File: config.mk
export PLATFORM = sky130hd
export DESIGN_NAME = vtx_ram
export DESIGN_NICKNAME = d
export VERILOG_FILES = /design/src/hdl/vtx_ram.sv
export SDC_FILE = /design/constraint.sdc
export NUM_CORES = 1
export LEC_CHECK = 0
export ABC_AREA = 1
export BUFFER_PORTS_ARGS = -buffer_cell sky130_fd_sc_hd__buf_2
export CORE_UTILIZATION = 56
export DETAILED_ROUTE_END_ITERATION = 8
export PLACE_DENSITY = 0.76
export SLEW_MARGIN = 20
export SYNTH_ARGS = -nofsm -noshare
export SYNTH_HDL_FRONTEND = slang
export SYNTH_SLANG_ARGS = --single-unit
File: constraint.sdc
create_clock -name clk_i -period 2.2 [get_ports clk_i]
set_input_delay 0.22 -clock clk_i [delete_from_list [all_inputs] [get_ports clk_i]]
set_output_delay 0.22 -clock clk_i [all_outputs]
set_load 0.05 [all_outputs]
File: src/hdl/vtx_ram.sv
// Generic single-write, single-read RAM with registered read data.
`default_nettype none

module vtx_ram #(
  parameter int unsigned WIDTH = 32,
  parameter int unsigned DEPTH = 16
) (
  input  logic                     clk_i,
  input  logic                     we_i,
  input  logic [$clog2(DEPTH)-1:0] waddr_i,
  input  logic [WIDTH-1:0]         wdata_i,
  input  logic [$clog2(DEPTH)-1:0] raddr_i,
  output logic [WIDTH-1:0]         rdata_o
);

  logic [WIDTH-1:0] mem_q [DEPTH];

  always_ff @(posedge clk_i) begin
    if (we_i) begin
      mem_q[waddr_i] <= wdata_i;
    end
    rdata_o <= mem_q[raddr_i];
  end

endmodule

`default_nettype wire

# Word-level counts from Yosys, hierarchy flattened
# Memories as Yosys holds them, arrays and structs flattened. A register that Yosys moved wholly into a read port is not among the register bits.
# Cells that the tools add are included.
# W data, S select, Z words.
dict set report classes {
  muxes 2
}
# op n
set ops {}
lappend ops {{$mux W1} 2}
dict set report word_totals {
  ff_bits 0
  mem_bits_rw 512
  out_inout_bits 32
  memories 1
}
# name depth width read_ports rd_ports_with_merged_regs write_ports line_no
set mem_list {}
lappend mem_list {mem_q 16 32 1 1 1 16} ;# logic [WIDTH-1:0] mem_q [DEPTH];

# Depth between registers and ports, before layout
# Gate-level depths: netlist of run 1.
dict set report depth {
  depth_word 2
  depth_mapped 10
  depth_no_buf 7
}

# Worst setup path before layout of run 1
# No wires, ideal clock.
dict set report synth_timing {
  path_type {input -> register}
  start {in waddr_i[2]}
  end {mem mem_q[10][0], enable pin}
  arrival_ns 1.792
  required_time_ns 1.779
  setup_slack_ns -0.013
  stages 2
  path_cell_list {nand3b_1 -> nor2_1}
}
# element line_no
set synth_rtl {}
lappend synth_rtl {{from (decl)} 10} ;# input logic [$clog2(DEPTH)-1:0] waddr_i,
lappend synth_rtl {{to (decl)} 16}
# No word-level cell before the write port.

# Worst setup path in the final report of run 1
dict set report layout_timing {
  start {reg rdata_o[26] (read register of mem_q)}
  end {out rdata_o[26]}
}
# element line_no
set layout_rtl {}
lappend layout_rtl {{from (decl)} 13} ;# output logic [WIDTH-1:0] rdata_o
# No word-level cell between the ends.

==> metrics.yaml, run 1 <==
htreeDepth: 2
initial_core_util_pct: 56.9
finalCoreUtilization_pct: 63.9
final_cell_mix: "nand2_1, edfxtp_1, inv_1"
grt-ovfl-total: 0
layoutNonFillerInstCount: 2761
numCtsBuffers: 53
placed_cells: 2651
synth_area_leader_cell: "edfxtp_1"
hold_class: "in2reg"
cts_tree: "yes"
drt-pass1-iter-count: 6
clock_latency_ns: 0.59
final_area_sq_um: 25500
syn_area_sq_um: 22700
dp.final_hpwl_mm: 26.0
drive_gt1_share_pct: 9.17
core_sq_um: 39900
grt_pass1_vias: 14800
ant_nets: 0
rsz0062_at_grt: "no"
drc: 0
area_growth_pct: 12.1
io_buffers: 73
cp_slowest_cell: "dfxtp_1"
die_h_microns: 203
status: "complete, no violations"
crit_buf_inv: 1
hold_viol_final: 0
fmax_mhz: 674
slowest_delay_ns: 0.39
slew_violations: 0
grt_max_degree: 132
critPathRequiredTime_ns: 1.98
max-slew-margin-rel_pct: 39.0
final_common_cell: "nand2_1"
dr_total_vias: 14800
fin_crit_ns: 1.48
maxCapViolations: 0
grt_pass1_wl_mm: 79.5
critical_path_peak_fanout: 1
cts_root_buf: "clkbuf_16"
ys_ff_latch: 544
tightest_slew_ns: 0.915
antenna_found_initial: 0
setup_viol: 0
fin_total_pwr_mw: 21.9
syn-num-nets: 2162
postCtsSetupBuffers: 0
syn_inst: 2120
nNetsFinal: 2233
wl_per_cell_microns: 18.3
die_x_microns: 203
viasPerCell: 5.36
grtUsageTotal_pct: 25.2
ios: 74
clk_pin_slew_ns: 0.06
p_per_area_nw_per_um2: 860
clk_path_buf_depth: 3
routed_wl_mm: 50.6
synth_top_area_share_pct: 67.6
cp_cell_sequence: "buf_2"
finalCritPeriodShare_pct: 67.5
yosysWarnings: 0
antenna_cells: 0
dieArea_sq_um: 41400
peakVddDrop_mv: 0.689
critical_path.endpoint_type: "primary output"
skew_ns: 0.0129
hold_slack_ns: 0.0196
critical-path-top-delay-family: "flip-flops"
drt_iter0_drc: 1227
placed_cell_area_sq_um: 23700
leakage_nw: 10.9
syn_avg_cell_area_sq_um: 10.7
cts.sinks: 544
yosysUniqueCellTypes: 15
place_congestion: 0.809
cp.arrival_ns: 1.26
synth.area.top_cells: "edfxtp_1, nand2_1, nand3_1"
worstSetupPathType: "reg2out"
startpoint_type: "flip-flop"
fp-row-count: 73
ys_seq_area_share_pct: 70.5
-- worst paths after layout --
kind,cells after the start,from,end,slack [ns]
worst min register to register,6,mem_q[4][0],rdata_o[0],0.66
worst max register to register,6,mem_q[5][25],rdata_o[25],1.15
worst max-delay path,1,rdata_o[26],rdata_o[26],0.72
worst min-delay path,1,wdata_i[14],mem_q[6][14],0.02
-- Yosys cell counts --
cell	n
edfxtp_1	512
buf_6	29
dfxtp_1	32
buf_2	41
nand3b_1	2
buf_1	14
nor2_1	17
nand2_1	677
inv_4	1
nand3_1	385
inv_2	1
inv_1	388
clkbuf_1	14
buf_4	6
buf_12	1
-- report_power, final --
part           internal, mW  total [mW]  switching [mW]
logic                 0.400        1.55            1.15
registers              11.6        11.7          0.0752
clock network          4.95        8.70            3.75
-- final cells by class --
cell class                      instances  area, sq um
Sequential cell                       544        16000
Fill cell                            2951        14400
Multi-Input combinational cell       1081         4670
Clock buffer                           75         1490
Inverter                              390         1470
Timing Repair Buffer                  121         1010
Tap cell                              525          657
Clock inverter                         25          175
-- registers in the layout, indices dropped and copies added (netlist names) --
name	flops
mem_q	512
rdata_o	32
-- layer usage --
metal / vias to the layer above / wire length, microns / track usage, %
met5: - / 0 / 0
met4: 0 / 1550 / 10.3
met1: 7022 / 20200 / 32.4
li1: 6983 / - / -
met2: 665 / 25100 / 42.7
met3: 122 / 3780 / 3.93
-- through the flow --
| step | TNS, ns | setup WS, ns |
|---|---|---|
| after global placement | 0 | 0.554 |
| after CTS | 0 | 0.703 |
| final | 0 | 0.716 |
| after global routing | 0 | 0.704 |
| after floorplan | -3.25 | -0.0127 |
| after detailed placement | 0 | 0.503 |
-- logic make-up after synthesis --
group	share of synthesized area, %
AND/OR/NAND/NOR	20.0
flip-flops	70.5
buffers and inverters	9.54
-- what timing repair did --
action / in CTS / in global routing
gates resized for setup: 0 / 0
hold endpoints to repair: 95 / 0
hold buffers: 10 / 0
-- worst reg2reg max path, delay by kind of cell, from the launching register on --
family	cells	cell delay, ns
flip-flops	1	0.38
buffers and inverters	1	0.07
AND/OR/NAND/NOR	5	0.50
No activity file was read; power rests on OpenSTA's default activity.
==> run 2, diff against run 1 <==
==> constraint.sdc (replaced) <==
create_clock -name clk_i -period 1.3 [get_ports clk_i]
set_input_delay 0.13 -clock clk_i [delete_from_list [all_inputs] [get_ports clk_i]]
set_output_delay 0.13 -clock clk_i [all_outputs]
set_load 0.05 [all_outputs]
==> metrics.yaml, run 2 (synthesized netlist as in run 1, its figures left out) <==
final_common_cell: "nand2_1"
internal-power_mw: 30.2
die_h_microns: 203
drt_iter0_drc: 1526
cts_tree: "yes"
cts.sinks: 544
startpoint_type: "flip-flop"
fillers: 2766
grt_max_degree: 72
fp-row-count: 73
max-slew-margin-rel_pct: 72.1
tightest_slew_ns: 0.418
io_buffers: 73
fmax_mhz: 789
clock_power_share_pct: 41.5
worstSetupPathType: "reg2out"
numCtsBuffers: 53
leakage_nw: 11.5
initial_core_util_pct: 56.9
critical_path_peak_fanout: 1
rsz0062_at_grt: "no"
routed_wl_mm: 52.8
p_per_area_nw_per_um2: 1450
pwr-share-seq_pct: 50.6
largest_reg_flops: 512
drive_gt1_share_pct: 12.2
place_congestion: 0.816
grt_pass1_vias: 15200
regArea_sq_um: 16000
fin_total_pwr_mw: 39.0
grtUsageTotal_pct: 26.3
cp_slowest_cell: "dfxtp_2"
drc: 0
peakVddDrop_mv: 1.28
switching_power_mw: 8.72
drt-pass1-iter-count: 7
status: "complete, no violations"
dp.final_hpwl_mm: 30.8
pwr-share-comb_pct: 7.9
area_growth_pct: 18.1
clk_pin_slew_ns: 0.06
clk_path_buf_depth: 3
top_regs: "mem_q x512, rdata_o x32"
setup_viol: 0
htreeDepth: 2
antenna_cells: 0
hold_viol_final: 0
hold_slack_ns: 0.0456
ant_nets: 0
dieArea_sq_um: 41400
fin_crit_ns: 1.27
core_sq_um: 39900
critPathRequiredTime_ns: 1.17
finalCritPeriodShare_pct: 97.5
final_cell_mix: "nand2_1, edfxtp_1, inv_1"
grt-ovfl-total: 0
clock_latency_ns: 0.61
slowest_delay_ns: 0.37
maxCapViolations: 0
cts_root_buf: "clkbuf_16"
nNetsFinal: 2310
critical_path.endpoint_type: "primary output"
die_x_microns: 203
cp_cell_sequence: "buf_6"
antenna_found_initial: 0
critical-path-top-delay-family: "flip-flops"
hold_class: "in2reg"
switching_share_pct: 22.4
dr_total_vias: 15200
grt_pass1_wl_mm: 82.7
multi_input_area_sq_um: 4690
largest-register: "mem_q"
slew_violations: 0
viasPerCell: 5.37
wl_per_cell_microns: 18.6
ios: 74
skew_ns: 0.0181
crit_buf_inv: 1
cp.arrival_ns: 1.14
run 2: cell count changes in the layout (fill, tap and decap cells not counted), moves of 8 or more:
cell           change
dlygate4sd3_1     +22
buf_12            +30
buf_2             -32
clkinv_1           -9
buf_6              +8
buf_4             +50
run 2: worst paths after layout:
| kind | start | end | slack [ns] | cells past startpoint |
|---|---|---|---|---|
| worst max register to register | mem_q[15][7] | rdata_o[7] | 0.24 | 6 |
| worst min register to register | mem_q[10][22] | rdata_o[22] | 0.66 | 6 |
| worst min-delay path | raddr_i[3] | rdata_o[23] | 0.05 | 4 |
| worst max-delay path | rdata_o[13] | rdata_o[13] | 0.03 | 1 |
run 2: cell type report:
type                            count  share of cell area, %
Clock inverter                     25                   1.30
Inverter                          390                   5.48
Clock buffer                       75                   5.70
Tap cell                          525                   2.45
Timing Repair Buffer              198                   7.91
Multi-Input combinational cell   1081                   17.5
Sequential cell                   544                   59.7
run 2: metrics by stage:
step           TNS, ns  setup WS [ns]  instances  cell area, sq um  utilization, %
3_5_place_dp    -0.949        -0.0447       2706             24500            61.5
5_1_grt              0        0.00404       2838             26800            67.2
4_1_cts              0        0.00249       2838             26800            67.2
2_1_floorplan   -42.64         -0.167       2120             22900               -
3_3_place_gp    -0.251        -0.0540       2706             24500            61.5
6_report             0         0.0327       2838             26800            67.2
run 2: power by group through the flow:
stage	logic, mW	clock network (mW)	registers (mW)
finish	3.06	16.2	19.7
global route	3.30	17.0	19.8
CTS	3.05	16.4	19.7
detailed placement	2.87	0	20.1
global placement	2.80	0	20.1
floorplan	1.37	0	20.5
run 2: repair_timing:
| action | 4_1_cts | 5_1_grt |
|---|---|---|
| hold buffers | 32 | 0 |
| setup endpoints to repair | 32 | 2 |
| pin swaps | 0 | 0 |
| gates resized for setup | 41 | 2 |
| endpoints found under the hold margin | 512 | 0 |
| buffers inserted | 0 | 0 |
run 2: routing by layer:
metal / track usage (%) / up-vias / routed length, microns
met1: 34.8 / 7271 / 20900
met2: 44.1 / 691 / 26000
li1: - / 7155 / -
met3: 3.74 / 109 / 4310
met4: 10.2 / 0 / 1620
met5: 0 / - / 0
